`src/rtl/tgc_pkg.sv`:
```
package tgc_pkg;

    localparam int unsigned NOW_W   = 32;
    localparam int unsigned CFG_W   = 16;
    localparam int unsigned GEST_W  = 3;
    localparam int unsigned COUNT_W = 4;
    localparam int unsigned CIDX_W  = 3;

    typedef logic [NOW_W-1:0]   stamp_t;
    typedef logic [CFG_W-1:0]   cfg_val_t;
    typedef logic [GEST_W-1:0]  gesture_t;
    typedef logic [COUNT_W-1:0] count_t;
    typedef logic [CIDX_W-1:0]  cfg_idx_t;

    // Item opcodes.
    localparam logic OP_TOUCH = 1'b0;
    localparam logic OP_POLL  = 1'b1;

    // Gesture codes.
    localparam gesture_t GST_NONE   = 3'd0;
    localparam gesture_t GST_SINGLE = 3'd1;
    localparam gesture_t GST_DOUBLE = 3'd2;
    localparam gesture_t GST_TRIPLE = 3'd3;
    localparam gesture_t GST_MORE   = 3'd4;
    localparam gesture_t GST_PRESS  = 3'd5;
    localparam gesture_t GST_HOLD   = 3'd6;
    localparam gesture_t GST_RESET  = 3'd7;

    // Register indexes.
    localparam cfg_idx_t REG_DEBOUNCE = 3'd0;
    localparam cfg_idx_t REG_TIMEOUT  = 3'd1;
    localparam cfg_idx_t REG_PRESS    = 3'd2;
    localparam cfg_idx_t REG_HOLD     = 3'd3;
    localparam cfg_idx_t REG_RESET    = 3'd4;

    // Register reset values.
    localparam cfg_val_t DEBOUNCE_RST = 16'd50;
    localparam cfg_val_t TIMEOUT_RST  = 16'd500;
    localparam cfg_val_t PRESS_RST    = 16'd300;
    localparam cfg_val_t HOLD_RST     = 16'd1500;
    localparam cfg_val_t RESET_RST    = 16'd5000;

    localparam count_t COUNT_MAX = 4'd15;

endpackage

```
`src/rtl/tgc_if.sv`:
```
interface tgc_item_if import tgc_pkg::*; ();
    logic   valid;
    logic   ready;
    logic   opcode;
    stamp_t now_ms;

    modport source (output valid, output opcode, output now_ms, input ready);
    modport sink   (input valid, input opcode, input now_ms, output ready);
endinterface

interface tgc_result_if import tgc_pkg::*; ();
    logic     valid;
    logic     ready;
    gesture_t gesture;

    modport source (output valid, output gesture, input ready);
    modport sink   (input valid, input gesture, output ready);
endinterface

interface tgc_cfg_if import tgc_pkg::*; ();
    logic     valid;
    logic     ready;
    cfg_idx_t index;
    cfg_val_t data;

    modport source (output valid, output index, output data, input ready);
    modport sink   (input valid, input index, input data, output ready);
endinterface

```
`src/rtl/touch_gesture_classifier.sv`:
```
// Touch gesture classifier: counts debounced touch requests and, on a poll request that
// follows a long enough silence, reports single, double, triple or more clicks, or a press,
// hold or reset by how long the gesture lasted. Every request on the item channel yields
// exactly one result request; touches always report "none". The block takes one request
// per clock cycle while the result register is not stalled, and passes it through the input
// register and then compare-and-subtract logic that updates the click state and loads
// the result register. The click state feeds back through that same logic, so adjacent
// requests never wait on each other. A stalled result register holds the input register,
// which then holds the item channel. Configuration writes are accepted in every cycle and
// take effect at once; they are meant to be made only while no request is in flight.
module touch_gesture_classifier import tgc_pkg::*;
(
    input  logic               clk,
    input  logic               rst_n,
    tgc_item_if.sink           item,
    tgc_result_if.source       result,
    tgc_cfg_if.sink            cfg
);

    // Configuration registers.
    cfg_val_t debounce_reg;
    cfg_val_t timeout_reg;
    cfg_val_t press_reg;
    cfg_val_t hold_reg;
    cfg_val_t reset_ms_reg;

    // Gesture state.
    count_t count_reg;
    count_t count_next;
    stamp_t start_reg;
    stamp_t start_next;
    stamp_t last_reg;
    stamp_t last_next;

    // Input stage.
    logic   in_valid_reg;
    logic   in_op_reg;
    stamp_t in_now_reg;

    // Result stage.
    logic     out_valid_reg;
    gesture_t out_gest_reg;
    gesture_t gest_next;

    logic   in_fire;
    logic   stage_fire;
    logic   out_free;
    stamp_t since_last;
    stamp_t duration;
    logic   classify;

    assign cfg.ready = 1'b1;

    always_ff @(posedge clk or negedge rst_n)
    begin
        if (!rst_n)
        begin
            debounce_reg <= DEBOUNCE_RST;
            timeout_reg  <= TIMEOUT_RST;
            press_reg    <= PRESS_RST;
            hold_reg     <= HOLD_RST;
            reset_ms_reg <= RESET_RST;
        end
        else if (cfg.valid)
        begin
            case (cfg.index)
                REG_DEBOUNCE: debounce_reg <= cfg.data;
                REG_TIMEOUT:  timeout_reg  <= cfg.data;
                REG_PRESS:    press_reg    <= cfg.data;
                REG_HOLD:     hold_reg     <= cfg.data;
                REG_RESET:    reset_ms_reg <= cfg.data;
                default:      ;
            endcase
        end
    end

    // The result register frees up when empty or when its result is taken this cycle.
    assign out_free   = !out_valid_reg || result.ready;
    assign stage_fire = in_valid_reg && out_free;
    assign item.ready = !in_valid_reg || out_free;
    assign in_fire    = item.valid && item.ready;

    always_ff @(posedge clk or negedge rst_n)
    begin
        if (!rst_n)
        begin
            in_valid_reg <= 1'b0;
        end
        else if (item.ready)
        begin
            in_valid_reg <= item.valid;
        end
    end

    always_ff @(posedge clk)
    begin
        if (in_fire)
        begin
            in_op_reg  <= item.opcode;
            in_now_reg <= item.now_ms;
        end
    end

    // Timestamp differences wrap modulo 2^32, which plain unsigned subtraction gives.
    assign since_last = in_now_reg - last_reg;
    assign duration   = in_now_reg - start_reg;
    assign classify   = (count_reg != '0) && (since_last > {{(NOW_W-CFG_W){1'b0}}, timeout_reg});

    always_comb
    begin
        count_next = count_reg;
        start_next = start_reg;
        last_next  = last_reg;
        gest_next  = GST_NONE;
        if (in_op_reg == OP_TOUCH)
        begin
            // A touch no farther than the debounce gap from the last accepted one is a bounce.
            if (since_last > {{(NOW_W-CFG_W){1'b0}}, debounce_reg})
            begin
                last_next = in_now_reg;
                if (count_reg != COUNT_MAX)
                begin
                    count_next = count_reg + count_t'(1);
                end
            end
            // The gesture start follows every touch while the count stands at one,
            // bounces included.
            if (count_next == count_t'(1))
            begin
                start_next = in_now_reg;
            end
        end
        else if (classify)
        begin
            // Duration thresholds are checked longest first, whatever their values.
            if (duration > {{(NOW_W-CFG_W){1'b0}}, reset_ms_reg})
            begin
                gest_next = GST_RESET;
            end
            else if (duration > {{(NOW_W-CFG_W){1'b0}}, hold_reg})
            begin
                gest_next = GST_HOLD;
            end
            else if (duration > {{(NOW_W-CFG_W){1'b0}}, press_reg})
            begin
                gest_next = GST_PRESS;
            end
            else if (count_reg <= count_t'(GST_TRIPLE))
            begin
                gest_next = gesture_t'(count_reg);
            end
            else
            begin
                gest_next = GST_MORE;
            end
            count_next = '0;
            start_next = in_now_reg;
        end
    end

    always_ff @(posedge clk or negedge rst_n)
    begin
        if (!rst_n)
        begin
            count_reg <= '0;
            start_reg <= '0;
            last_reg  <= '0;
        end
        else if (stage_fire)
        begin
            count_reg <= count_next;
            start_reg <= start_next;
            last_reg  <= last_next;
        end
    end

    always_ff @(posedge clk or negedge rst_n)
    begin
        if (!rst_n)
        begin
            out_valid_reg <= 1'b0;
        end
        else if (out_free)
        begin
            out_valid_reg <= in_valid_reg;
        end
    end

    always_ff @(posedge clk)
    begin
        if (stage_fire)
        begin
            out_gest_reg <= gest_next;
        end
    end

    assign result.valid   = out_valid_reg;
    assign result.gesture = out_gest_reg;

`ifndef ASSERT_OFF
    // A touch never reports a gesture.
    a_touch_none: assert property (@(posedge clk) disable iff (!rst_n)
        stage_fire && (in_op_reg == OP_TOUCH) |=> (out_gest_reg == GST_NONE))
        else $error("touch produced a gesture");

    // A reported gesture clears the click count.
    a_gesture_clears: assert property (@(posedge clk) disable iff (!rst_n)
        stage_fire && (in_op_reg == OP_POLL) && (gest_next != GST_NONE)
        |=> (count_reg == '0))
        else $error("click count not cleared after a gesture");

    // A gesture is only ever reported with clicks pending.
    a_gesture_needs_clicks: assert property (@(posedge clk) disable iff (!rst_n)
        stage_fire && (gest_next != GST_NONE) |-> (count_reg != '0))
        else $error("gesture reported with no clicks");

    // A touch that leaves the count at one stamps the gesture start.
    a_start_stamp: assert property (@(posedge clk) disable iff (!rst_n)
        stage_fire && (in_op_reg == OP_TOUCH) && (count_next == count_t'(1))
        |=> (start_reg == $past(in_now_reg)))
        else $error("start stamp not taken from first click");

    // The item channel is open whenever the result register is empty.
    a_ready_when_empty: assert property (@(posedge clk) disable iff (!rst_n)
        !out_valid_reg |-> item.ready)
        else $error("item channel stalled with empty result register");
`endif

endmodule

```
`src/flat_wrapper.sv`:
```
// flat-port wrapper written by rule: the top's interface ports become plain ports
module touch_gesture_classifier_flat import tgc_pkg::*;
  (clk, rst_n, item_valid, item_opcode, item_now_ms, item_ready, result_valid, result_gesture, result_ready, cfg_valid, cfg_index, cfg_data, cfg_ready);
  tgc_item_if item_i ();
  tgc_result_if result_i ();
  tgc_cfg_if cfg_i ();
  input  logic clk;
  input  logic rst_n;
  input wire logic [$bits(item_i.valid)-1:0] item_valid;
  input wire logic [$bits(item_i.opcode)-1:0] item_opcode;
  input wire logic [$bits(item_i.now_ms)-1:0] item_now_ms;
  output wire logic [$bits(item_i.ready)-1:0] item_ready;
  output wire logic [$bits(result_i.valid)-1:0] result_valid;
  output wire logic [$bits(result_i.gesture)-1:0] result_gesture;
  input wire logic [$bits(result_i.ready)-1:0] result_ready;
  input wire logic [$bits(cfg_i.valid)-1:0] cfg_valid;
  input wire logic [$bits(cfg_i.index)-1:0] cfg_index;
  input wire logic [$bits(cfg_i.data)-1:0] cfg_data;
  output wire logic [$bits(cfg_i.ready)-1:0] cfg_ready;
  assign item_i.valid = item_valid;
  assign item_i.opcode = item_opcode;
  assign item_i.now_ms = item_now_ms;
  assign item_ready = item_i.ready;
  assign result_valid = result_i.valid;
  assign result_gesture = result_i.gesture;
  assign result_i.ready = result_ready;
  assign cfg_i.valid = cfg_valid;
  assign cfg_i.index = cfg_index;
  assign cfg_i.data = cfg_data;
  assign cfg_ready = cfg_i.ready;
  touch_gesture_classifier u_core (.clk(clk), .rst_n(rst_n), .item(item_i), .result(result_i), .cfg(cfg_i));
endmodule
```
`config.mk`:
```
export PLATFORM = sky130hd
export DESIGN_NAME = touch_gesture_classifier_flat
export DESIGN_NICKNAME = d
export VERILOG_FILES = /design/src/rtl/tgc_pkg.sv /design/src/rtl/tgc_if.sv /design/src/rtl/touch_gesture_classifier.sv /design/src/flat_wrapper.sv
export SDC_FILE = /design/constraint.sdc
export NUM_CORES = 1
export LEC_CHECK = 0
export BUFFER_PORTS_ARGS = -buffer_cell sky130_fd_sc_hd__buf_2
export CORE_ASPECT_RATIO = 1.2
export CORE_UTILIZATION = 55
export DETAILED_ROUTE_END_ITERATION = 12
export PLACE_DENSITY = 0.75
export SLEW_MARGIN = 25
export SYNTH_ARGS = -nofsm -noshare
export SYNTH_HDL_FRONTEND = slang
export SYNTH_SLANG_ARGS = --single-unit
```
`constraint.sdc`:
```
create_clock -name clk -period 5.3 [get_ports clk]
set_clock_uncertainty 0.15 [all_clocks]
set_input_delay 0.795 -clock clk [delete_from_list [all_inputs] [get_ports clk]]
set_output_delay 0.795 -clock clk [all_outputs]
set_load 0.01 [all_outputs]
```
; Word level (Yosys, flattened, before mapping)
; Index checks and enable logic that the tools add are counted.
[op_classes]
magnitude_cmp = 6
bitwise = 1
eq_ne = 7
n_addsub = 3
muxes = 12
n_reduce_logical = 19
[ops]
columns = operator, count
row1 = greater-than comparator 32 x 16 -> 1 bit, 5
row2 = two-way mux 32 bit, 3
row3 = subtractor 32 bit, 2
row4 = two-way mux 4 bit, 5
row5 = AND reduction 2 bit, 7
row6 = two-way mux 3 bit, 4
row7 = "== test 3 x 2 -> 1 bit, second input constant", 2
row8 = AND reduction 3 bit, 2
row9 = "adder 4 x 1 -> 4 bit, second input constant", 1
row10 = "== test 4 x 1 -> 1 bit, second input constant", 1
row11 = "less-or-equal comparator 4 x 2 -> 1 bit, second input constant", 1
row12 = "inequality test 4 bit, second input constant", 1
row13 = nonzero test 4 bit, 1
row14 = "== test 3 x 1 -> 1 bit, second input constant", 1
row15 = "== test 3 bit, second input constant", 1
row16 = logical AND 1 bit, 3
row17 = logical NOT 3 bit, 1
row18 = logical NOT 1 bit, 2
row19 = logical OR 1 bit, 2
row20 = "inequality test 2 bit, second input constant", 1
row21 = nonzero test 2 bit, 1
row22 = NOT 1 bit, 1
[word_totals]
in_bits = 57
wordCells = 61
out_inout_bits = 6
reg_bits = 186

; Longest topological paths before layout
; Gate-level depths: netlist of run 1.
[logic_depth]
ltp_word = 7
depth_mapped = 23

; Worst setup path before layout of run 1
; Ideal clock, no wire load.
[synth_path]
kind = flip-flop to flip-flop
from = register u_core.in_now_reg[0]
to = register u_core.out_gest_reg[0], in the netlist u_core.result.gesture[0] (data pin)
setup_ns = 0.278
arrival_time_ns = 4.416
path_slack_ns = 0.456
path_buffers = 0
path_stages_with_launch = 23
cell_sequence = edfxtp_1 -> inv_1 -> ha_1 -> inv_1 -> fa_1 -> a21o_1 -> a21oi_1 -> o21bai_1 -> a21oi_1 -> o21bai_1 -> a21oi_1 -> xnor2_1 -> ha_1 -> and4_1 -> a21oi_1 -> nand2_1 -> a2111o_1 -> o221ai_1 -> nand4_1 -> a2111oi_0 -> nand4_1 -> nor4_1 -> a21oi_1
[synth_via]
elab_chain_cells = 5
elab_cells_between_ends = 11
classes_between = 2 x add/sub / 4 x order compare / 3 x mux / 2 x reduce/logical
[synth_rtl]
columns = element, line
row1 = start: declaration, touch_gesture_classifier.sv:38  ; stamp_t in_now_reg;
row2 = start signal: assignment, touch_gesture_classifier.sv:100  ; in_now_reg <= item.now_ms;
row3 = subtractor 32 bit, touch_gesture_classifier.sv:106  ; assign duration = in_now_reg - start_reg;
row4 = greater-than comparator 32 x 16 -> 1 bit, touch_gesture_classifier.sv:144  ; else if (duration > {{(NOW_W-CFG_W){1'b0}}, press_reg})
row5 = two-way mux 3 bit, touch_gesture_classifier.sv:144
row6 = two-way mux 3 bit, touch_gesture_classifier.sv:140  ; else if (duration > {{(NOW_W-CFG_W){1'b0}}, hold_reg})
row7 = two-way mux 3 bit, touch_gesture_classifier.sv:136  ; if (duration > {{(NOW_W-CFG_W){1'b0}}, reset_ms_reg})
row8 = end signal: assignment, touch_gesture_classifier.sv:193  ; out_gest_reg <= gest_next;
row9 = end: declaration, touch_gesture_classifier.sv:42  ; gesture_t out_gest_reg;
; Parallel ways exist; a longest one is shown, timed or not.
; A chain may end at the register's enable or synchronous reset.

; Worst setup path in the final report of run 1
[layout_path]
from = register u_core.in_now_reg[0]
to = register u_core.start_reg[18]
[layout_via]
elab_chain_cells = 7
elab_cells_between_ends = 10
classes_between = 1 x add/sub / 2 x order compare / 2 x eq/ne / 2 x mux / 3 x reduce/logical
[layout_rtl]
columns = element, line
row1 = subtractor 32 bit *, touch_gesture_classifier.sv:105  ; assign since_last = in_now_reg - last_reg;
row2 = greater-than comparator 32 x 16 -> 1 bit, touch_gesture_classifier.sv:118  ; if (since_last > {{(NOW_W-CFG_W){1'b0}}, debounce_reg})
row3 = two-way mux 4 bit, touch_gesture_classifier.sv:118
row4 = two-way mux 4 bit, touch_gesture_classifier.sv:115  ; if (in_op_reg == OP_TOUCH)
row5 = == test 4 x 1 -> 1 bit, touch_gesture_classifier.sv:128  ; if (count_next == count_t'(1))
row6 = nonzero test 2 bit (no line), -
row7 = AND reduction 3 bit (no line) *, -
row8 = end signal: assignment, touch_gesture_classifier.sv:172  ; start_reg <= start_next;
row9 = end: declaration, touch_gesture_classifier.sv:30  ; stamp_t start_reg;
; Every way passes the cells marked *; elsewhere a longest branch is shown, timed or not. The select of a mux whose other input is x is not followed.

==> run summary, run 1 <==
CTS tree: yes
Int Power: 4.66 mW
Cts hold-fix bufs: 0
Max incr delay on CP: 430 ps
TNS Setup: 0 ps
PnR Total Power: 8.10 mW
Starting density of the core: 0.565
Die height: 169 µm
CTS clk-pin slew, worst paths: 70 ps
Drc violations: 0
CTS sink cnt: 186
Clock power share: 0.166
PortBufs: 61
Nets: 1,602
Max-cap violations: 0
Max VDD drop: 0.000290 V
Dpl ws: -67.2 ps
Dpl hpwl: 24,100 µm
CP Data Required Time: 5480 ps
Gr ovfl total: 0
Vias in the first global route: 10,100
Initial antenna violation count: 0
Type of the tightest min-delay check: in2async
CP delay by family, top: compound AO/OA/AOI/OAI gates
Post-synth ARST share: 0.806
Combinational Power Share: 0.585
Area occupied by registers: 4870 µm²
Leak: 6.60 nW
Max-slew violation count: 0
Ratio of cells with drive above 1 in the final layout: 0.187
IO Count: 63
RSZ-0062 raised after global routing: true
Net load switching power: 3.44 mW
Bufs on Longest Clock Path: 2
Vias/cell: 5.87
Drt total wl: 31,600 µm
DR iter-0 viols: 598
Chip width: 141 µm
First-pass GRT wire length: 50,800 µm
Clock root cell: clkbuf_16
Antenna diode count: 0
Net count after synthesis: 1,530
CP max stage cell: o211ai_4
Switching share of total power: 0.425
CP Launch Type: flip-flop
Worst EP arrival: 5300 ps
H-tree depth: 4
Most common cell after layout, fill and taps aside: inv_1
Area of the mapped netlist: 12,800 µm²
Total GRT Usage: 0.275
Area grow syn2layout: 11.7%
CTS buffer count: 17
Largest net degree at the start of global routing: 104
Final ANT Viol Nets: 0
Post-synth top flop: dfrtp_1
Avg WL per Cell: 18.3 µm
Reg-to-reg slack, setup: 170 ps
Fin worst setup slack: 174 ps
Synth Warn #: 0
Status: complete, no violations
Most frequent cells in the layout: inv_1 (159), ha_1 (144), dfrtp_1 (125)
Flops & latches, synth: 186
Relative slew slack: 0.355
Mapped Cells: 1,327
Multi-input gate area in the final layout: 7190 µm²
Crit path kind: reg2reg
Final setup vio count: 0
Core area: 22,600 µm²
Via count: 10,100
Final hold vios: 0
FILL cells: 1,861
Register area share after synthesis: 0.381
Number of flops mapped to enable cells by yosys: 36
Period utilization: 0.967
Gp weighted congestion: 0.947
Final min period: 5130 ps
Worst slew pin tran: 967 ps
Synth Area per Inst: 9.62 µm²
Pwr dens: 568 nW/µm²
Fmax achieved: 195 MHz
Worst path bufs/invs: 3
Distinct cells, synth: 77
Seq pwr share: 0.249
Critical path endpoint category: flip-flop
Die ar.: 23,800 µm²
Worst path cell trace: inv_1, ha_1, fa_1, and2b_2, o2111ai_4, a211oi_2, nor2_1, o21ai_1, xor2_1, buf_4, ha_1, and4_1, nand4_1, a21o_1, a31oi_1, o21ai_0, nand4_1, o211ai_1, o211ai_4, clkbuf_16, mux2_4
Rows: 60
Clock latency on the worst-skew pair: 440 ps
CP max FO: 8
DR pass1 iterations: 6
per-layer routing:
layer	vias to the layer above	routed length, µm	GRT usage
met1	4828	13000	0.323
met3	111	1280	0.0402
met4	0	2340	0.193
met5	-	0	0
met2	322	14900	0.465
li1	4851	-	-
layout make-up:
cell class                      count  area share
Multi-Input combinational cell    941       0.504
Sequential cell                   186       0.341
Timing Repair Buffer               94      0.0426
Inverter                          159      0.0418
Clock buffer                       22      0.0363
Tap cell                          310      0.0272
Clock inverter                     10     0.00684
through the flow:
step	instances	util	cell area (µm²)	hold WS, ps
CTS	1719	0.626	14100	344
detailed placement	1687	0.598	13500	330
global placement	1687	0.598	13500	318
global route	1722	0.631	14300	357
floorplan	1327	-	12800	304
finish	1722	0.631	14300	263
Yosys cell counts, drive strengths merged (4+ instances only):
master	count	area share
a211oi	7	0.0045
a21boi	5	0.0029
a21o	36	0.021
a21oi	85	0.033
a311oi	5	0.0048
a31oi	11	0.0054
and2	6	0.0029
and3	8	0.0039
buf	13	0.0092
clkbuf	28	0.0083
dfrtp	125	0.25
dfstp	25	0.051
edfxtp	36	0.085
ha	144	0.14
inv	159	0.047
mux2	81	0.080
mux2i	4	0.0031
nand2	117	0.034
nand2b	10	0.0049
nand3	25	0.0098
nand4	32	0.016
nor2	52	0.015
nor2b	17	0.0083
nor3	15	0.0059
nor4	8	0.0051
o2111ai	4	0.0032
o211ai	5	0.0040
o21a	25	0.015
o21ai	119	0.048
o21bai	11	0.0065
o221ai	5	0.0034
o31ai	6	0.0035
xnor2	30	0.021
xor2	21	0.014
power by group through the flow:
| stage | registers, mW | logic (mW) | clock network, mW |
|---|---|---|---|
| global placement | 2.03 | 4.39 | 0 |
| detailed placement | 2.04 | 4.52 | 0 |
| global route | 2.06 | 5.28 | 1.41 |
| CTS | 2.01 | 4.60 | 1.36 |
| floorplan | 1.98 | 3.40 | 0 |
| finish | 2.02 | 4.74 | 1.34 |
worst paths after layout:
check,from,end,cells past startpoint
worst max-delay path,u_core.in_now_reg[0]$_DFFE_PP_,u_core.start_reg[18]$_DFFE_PN0P_,21
worst min-delay path,rst_n,u_core.hold_reg[9]$_DFFE_PN0P_,1
worst max register to register,u_core.in_now_reg[0]$_DFFE_PP_,u_core.start_reg[18]$_DFFE_PN0P_,21
worst min register to register,u_core.in_valid_reg$_DFFE_PN0N_,u_core.result.valid$_DFFE_PN0P_,1
max in group asynchronous,rst_n,u_core.start_reg[21]$_DFFE_PN0P_,2
min in group clk,u_core.in_valid_reg$_DFFE_PN0N_,u_core.result.valid$_DFFE_PN0P_,1
cells by family after synthesis:
family,Yosys count,synth area share
flops,186,0.381
fa+ha+maj,146,0.144
compound gates,351,0.174
buf+inv,200,0.0643
simple gates,307,0.118
xor+xnor,51,0.0350
other cells,1,0.000294
mux,85,0.0831
repair_timing:
action | 4_1_cts | 5_1_grt
gates resized for setup | 4 | 16
setup endpoints to repair | 22 | 55
cloned | 0 | 1
setup buffers | 0 | 2
pin swaps | 0 | 6
Power figures use the tool's default switching activity.
==> run 2, diff against run 1 <==
==> constraint.sdc (replaced) <==
create_clock -name clk -period 6.2 [get_ports clk]
set_clock_uncertainty 0.15 [all_clocks]
set_input_delay 0.93 -clock clk [delete_from_list [all_inputs] [get_ports clk]]
set_output_delay 0.93 -clock clk [all_outputs]
set_load 0.01 [all_outputs]
==> run 2 against run 1 <==
Utilization fell by 1.5 points. Die area did not move. Critical path depth rose by 2. Worst setup slack gained 270 ps. Critical path type unchanged. Largest power group unchanged.
==> run summary, run 2 (synthesized netlist as in run 1, its figures left out) <==
Status: complete, no violations
Total GRT Usage: 0.266
CTS clk-pin slew, worst paths: 70 ps
Dpl hpwl: 23,500 µm
RSZ-0062 raised after global routing: false
IO Count: 63
CTS buffer count: 17
Gr ovfl total: 0
CTS tree: yes
Die ar.: 23,800 µm²
Pwr dens: 477 nW/µm²
Nets: 1,577
DR iter-0 viols: 534
DR pass1 iterations: 5
Crit path kind: reg2reg
Resized cells post-CTS: 0
Rows: 60
TNS Setup: 0 ps
Fin worst setup slack: 445 ps
Period utilization: 0.928
Relative slew slack: 0.343
CP max FO: 3
Core area: 22,600 µm²
Final hold vios: 0
Via count: 9,804
FILL cells: 1,922
Worst slew pin tran: 983 ps
Worst EP arrival: 5770 ps
Hold endpoint: u_core.last_reg[0]$_DFFE_PN0P_
Initial antenna violation count: 0
Clock latency on the worst-skew pair: 440 ps
Bufs on Longest Clock Path: 2
Final setup vio count: 0
Drt total wl: 30,400 µm
Type of the tightest min-delay check: reg2reg
CP Data Required Time: 6210 ps
Dpl ws: 532 ps
Fmax achieved: 174 MHz
Hold Crit Start: u_core.last_reg[0]$_DFFE_PN0P_
Vias/cell: 5.78
Most frequent cells in the layout: inv_1 (159), ha_1 (144), dfrtp_1 (125)
Cts hold-fix bufs: 0
Max-slew violation count: 0
Cell mode on critical path: a21oi_1
Max VDD drop: 0.000234 V
CTS sink cnt: 186
FF-to-FF Start: u_core.in_now_reg[0]$_DFFE_PP_
Starting density of the core: 0.565
Clock root cell: clkbuf_16
H-tree depth: 4
Max incr delay on CP: 400 ps
First-pass GRT wire length: 49,000 µm
Vias in the first global route: 9,622
Drc violations: 0
PortBufs: 61
Ratio of cells with drive above 1 in the final layout: 0.162
Most common cell after layout, fill and taps aside: inv_1
Largest net degree at the start of global routing: 98
Worst reg2reg endpoint: u_core.result.gesture[1]$_SDFFCE_PN0P_
Max-cap violations: 0
Final ANT Viol Nets: 0
Reg-to-reg slack, setup: 440 ps
Post-CTS setup buffer count: 0
Avg WL per Cell: 17.9 µm
Antenna diode count: 0
Final min period: 5760 ps
Leak: 6.44 nW
Critical path endpoint category: flip-flop
Die height: 169 µm
CP Launch Type: flip-flop
Gp weighted congestion: 0.912
Worst hold path cell count: 2
Chip width: 141 µm
Area grow syn2layout: 9.06%
R2R cell count: 23
CP max stage cell: fa_1
Worst path cell trace: inv_1, ha_1, inv_1, fa_1, a21o_1, a21oi_1, o21bai_1, a21oi_1, o21bai_1, a21oi_1, xnor2_1, ha_1, and4_1, a21oi_1, nand2_1, a2111o_1, o221ai_1, nand4_1, a2111oi_0, nand4_1, nor4_1, buf_4, a21oi_1
[run 2: cell count changes in the layout (fill, tap and decap cells not counted), moves of 2 or more]
cell	before	now
buf_4	29	7
clkinv_4	0	5
a21oi_1	81	85
a21oi_2	4	0
inv_6	3	0
a2111oi_0	0	2
a2111oi_2	2	0
clkbuf_16	21	19
o21ai_0	111	113
[run 2: worst max-delay path, delay by kind of cell (launching register included)]
kind,cells,cell delay (ps)
AOI/OAI and AO/OA,11,2480
xor gates and xnor gates,1,240
adders and majority gates,3,880
buffers and inverters,3,390
DFF,1,380
and+or+nand+nor,5,950
[run 2: through the flow]
stage          total power [mW]  hold slack (ps)  cell area (µm²)  cells  utilization
2_1_floorplan              4.59              304            12800   1327            -
3_3_place_gp               5.43              314            13300   1665        0.590
5_1_grt                    7.17              370            13900   1697        0.616
4_1_cts                    6.62              345            13900   1697        0.616
3_5_place_dp               5.52              331            13300   1665        0.590
6_report                   6.64              340            13900   1697        0.616
[run 2: layout make-up]
cell class | instances | area (µm²) | share of cell area
multi-input cells | 941 | 7100 | 0.510
flip-flops and latches | 186 | 4870 | 0.350
inverters | 159 | 597 | 0.0429
clock buffers | 22 | 497 | 0.0357
well taps | 310 | 388 | 0.0279
repair buffers | 69 | 384 | 0.0276
clock inverters | 10 | 85.1 | 0.00611
[run 2: metal layers]
metal | GRT usage | share of wire | vias to the layer above
met1 | 0.320 | 0.42 | 4654
li1 | - | - | 4804
met3 | 0.0339 | 0.033 | 84
met2 | 0.451 | 0.49 | 262
met4 | 0.167 | 0.060 | 0
met5 | 0 | 0 | -
[run 2: worst max path at each step]
stage / start / cells after the start / slack [ps] / end
global placement: u_core.in_now_reg[0]$_DFFE_PP_ / 21 / 590 / u_core.result.gesture[1]$_SDFFCE_PN0P_
global route: u_core.in_now_reg[0]$_DFFE_PP_ / 23 / 40 / u_core.result.gesture[1]$_SDFFCE_PN0P_
floorplan: u_core.in_now_reg[0]$_DFFE_PP_ / 22 / 1360 / u_core.result.gesture[0]$_SDFFCE_PN0P_
detailed placement: u_core.in_now_reg[0]$_DFFE_PP_ / 23 / 530 / u_core.result.gesture[1]$_SDFFCE_PN0P_
finish: u_core.in_now_reg[0]$_DFFE_PP_ / 23 / 440 / u_core.result.gesture[1]$_SDFFCE_PN0P_
CTS: u_core.in_now_reg[0]$_DFFE_PP_ / 23 / 490 / u_core.result.gesture[1]$_SDFFCE_PN0P_
[run 2: power by group]
part | internal, mW | leakage (nW) | switching [mW]
clock network | 0.578 | 0.284 | 0.495
logic | 1.66 | 4.05 | 2.18
registers | 1.57 | 2.11 | 0.153
==> run 3, diff against run 2 <==
--- a/config.mk
+++ b/config.mk
@@ -8,6 +8,7 @@
 export BUFFER_PORTS_ARGS = -buffer_cell sky130_fd_sc_hd__buf_2
 export CORE_ASPECT_RATIO = 1.2
 export CORE_UTILIZATION = 55
+export CTS_BUF_LIST = sky130_fd_sc_hd__clkbuf_8 sky130_fd_sc_hd__clkbuf_16
 export DETAILED_ROUTE_END_ITERATION = 12
 export PLACE_DENSITY = 0.75
 export SLEW_MARGIN = 25
==> constraint.sdc (replaced) <==
create_clock -name clk -period 6.5 [get_ports clk]
set_clock_uncertainty 0.15 [all_clocks]
set_input_delay 0.975 -clock clk [delete_from_list [all_inputs] [get_ports clk]]
set_output_delay 0.975 -clock clk [all_outputs]
set_load 0.01 [all_outputs]
==> run 3 against run 2 <==
Die area stayed put. Critical path type unchanged. Critical endpoint is now u_core.result.gesture[2]$_SDFFCE_PN0P_. Combinational power is 4% lower. Utilization is 0.13 points higher. Critical path depth is 2 lower. Largest cell class unchanged. Global-route usage is 0.96 points higher. Routed wire length is 2.4% higher.
==> run summary, run 3 (synthesized netlist as in run 1, its figures left out) <==
Clock latency on the worst-skew pair: 450 ps
Relative slew slack: 0.345
Worst EP arrival: 5830 ps
Status: complete, no violations
Dpl hpwl: 24,100 µm
CP Data Required Time: 6520 ps
PnR Total Power: 6.43 mW
Die height: 169 µm
Antenna diode count: 0
Cts hold-fix bufs: 0
Dpl ws: 776 ps
Drt total wl: 31,100 µm
Period utilization: 0.893
Post-CTS setup buffer count: 0
DR pass1 iterations: 7
First-pass GRT wire length: 50,400 µm
DR iter-0 viols: 519
RSZ-0062 raised after global routing: false
Critical path endpoint category: flip-flop
CTS buffer count: 17
Chip width: 141 µm
Placement Cell Area: 13,300 µm²
Rows: 60
IO Count: 63
Final setup vio count: 0
Max-cap violations: 0
Worst slew pin tran: 980 ps
Gp weighted congestion: 0.940
Starting density of the core: 0.565
Worst path cell trace: inv_1, ha_1, inv_1, fa_1, a21o_1, a21oi_1, o21bai_1, a311o_1, xor2_1, ha_1, and4_1, a21oi_1, nand2_1, a2111o_1, o221ai_1, nand4_1, a2111oi_0, nand4_1, nor4_1, buf_4, a21oi_1
CTS tree: yes
H-tree depth: 4
Cell mode on critical path: a21oi_1
Most frequent cells in the layout: inv_1 (159), ha_1 (144), dfrtp_1 (125)
Ratio of cells with drive above 1 in the final layout: 0.164
Nets: 1,577
Final ANT Viol Nets: 0
Fmax achieved: 172 MHz
CP Launch Type: flip-flop
CP delay by family, top: compound AO/OA/AOI/OAI gates
Most common cell after layout, fill and taps aside: inv_1
Max-slew violation count: 0
Resized cells post-CTS: 0
Via count: 9,824
CP max stage cell: a311o_1
CTS sink cnt: 186
Avg WL per Cell: 18.3 µm
Worst path bufs/invs: 3
Total GRT Usage: 0.275
Final min period: 5810 ps
Final std cells w/o fill: 1,697
Core area: 22,600 µm²
Vias/cell: 5.79
CTS clk-pin slew, worst paths: 70 ps
Pwr dens: 461 nW/µm²
CP max FO: 3
Final Util: 0.617
Crit path kind: reg2reg
Bufs on Longest Clock Path: 2
Type of the tightest min-delay check: reg2reg
Initial antenna violation count: 0
Drc violations: 0
Die ar.: 23,800 µm²
PortBufs: 61
Cell area after layout: 14,000 µm²
Max VDD drop: 0.000229 V
Gr ovfl total: 0
Largest net degree at the start of global routing: 95
Clock root cell: clkbuf_16
TNS Setup: 0 ps
Area grow syn2layout: 9.29%
Final worst hold slack: 349 ps
Placed cell count: 1,665
Vias in the first global route: 9,754
Final hold vios: 0
Max incr delay on CP: 420 ps
Fin worst setup slack: 693 ps
Leak: 6.45 nW
run 3: path summary, 6_finish.rpt:
kind                                                  from                                      to  slack, ps  depth (start not counted)
setup / recovery            u_core.in_now_reg[0]$_DFFE_PP_  u_core.result.gesture[2]$_SDFFCE_PN0P_        690                         21
hold / removal             u_core.in_valid_reg$_DFFE_PN0N_         u_core.result.valid$_DFFE_PN0P_        350                          1
setup reg to reg            u_core.in_now_reg[0]$_DFFE_PP_  u_core.result.gesture[2]$_SDFFCE_PN0P_        690                         21
hold reg to reg            u_core.in_valid_reg$_DFFE_PN0N_         u_core.result.valid$_DFFE_PN0P_        350                          1
max in group asynchronous                            rst_n         u_core.press_reg[0]$_DFFE_PN0P_       4460                          2
min in group asynchronous                            rst_n          u_core.hold_reg[9]$_DFFE_PN0P_        470                          1
run 3: cell type report:
type | instances | area (µm²)
timing repair buffer | 69 | 392
tap | 310 | 388
multi-input combinational | 941 | 7100
inverter | 159 | 597
clock buffer | 17 | 425
fill | 1913 | 8650
sequential | 186 | 4870
clock inverter | 15 | 179
run 3: report_power, final:
group,switching [mW],internal (mW)
clock,0.528,0.554
combinational,2.11,1.59
sequential,0.151,1.49
total,2.79,3.64
run 3: routing by layer:
layer  up-vias  track usage  wire length [µm]
li1       4807            -                 -
met1      4713        0.323             12900
met2       238        0.476             15300
met3        66       0.0489              1200
met4         0        0.154              1680
met5         -            0                 0
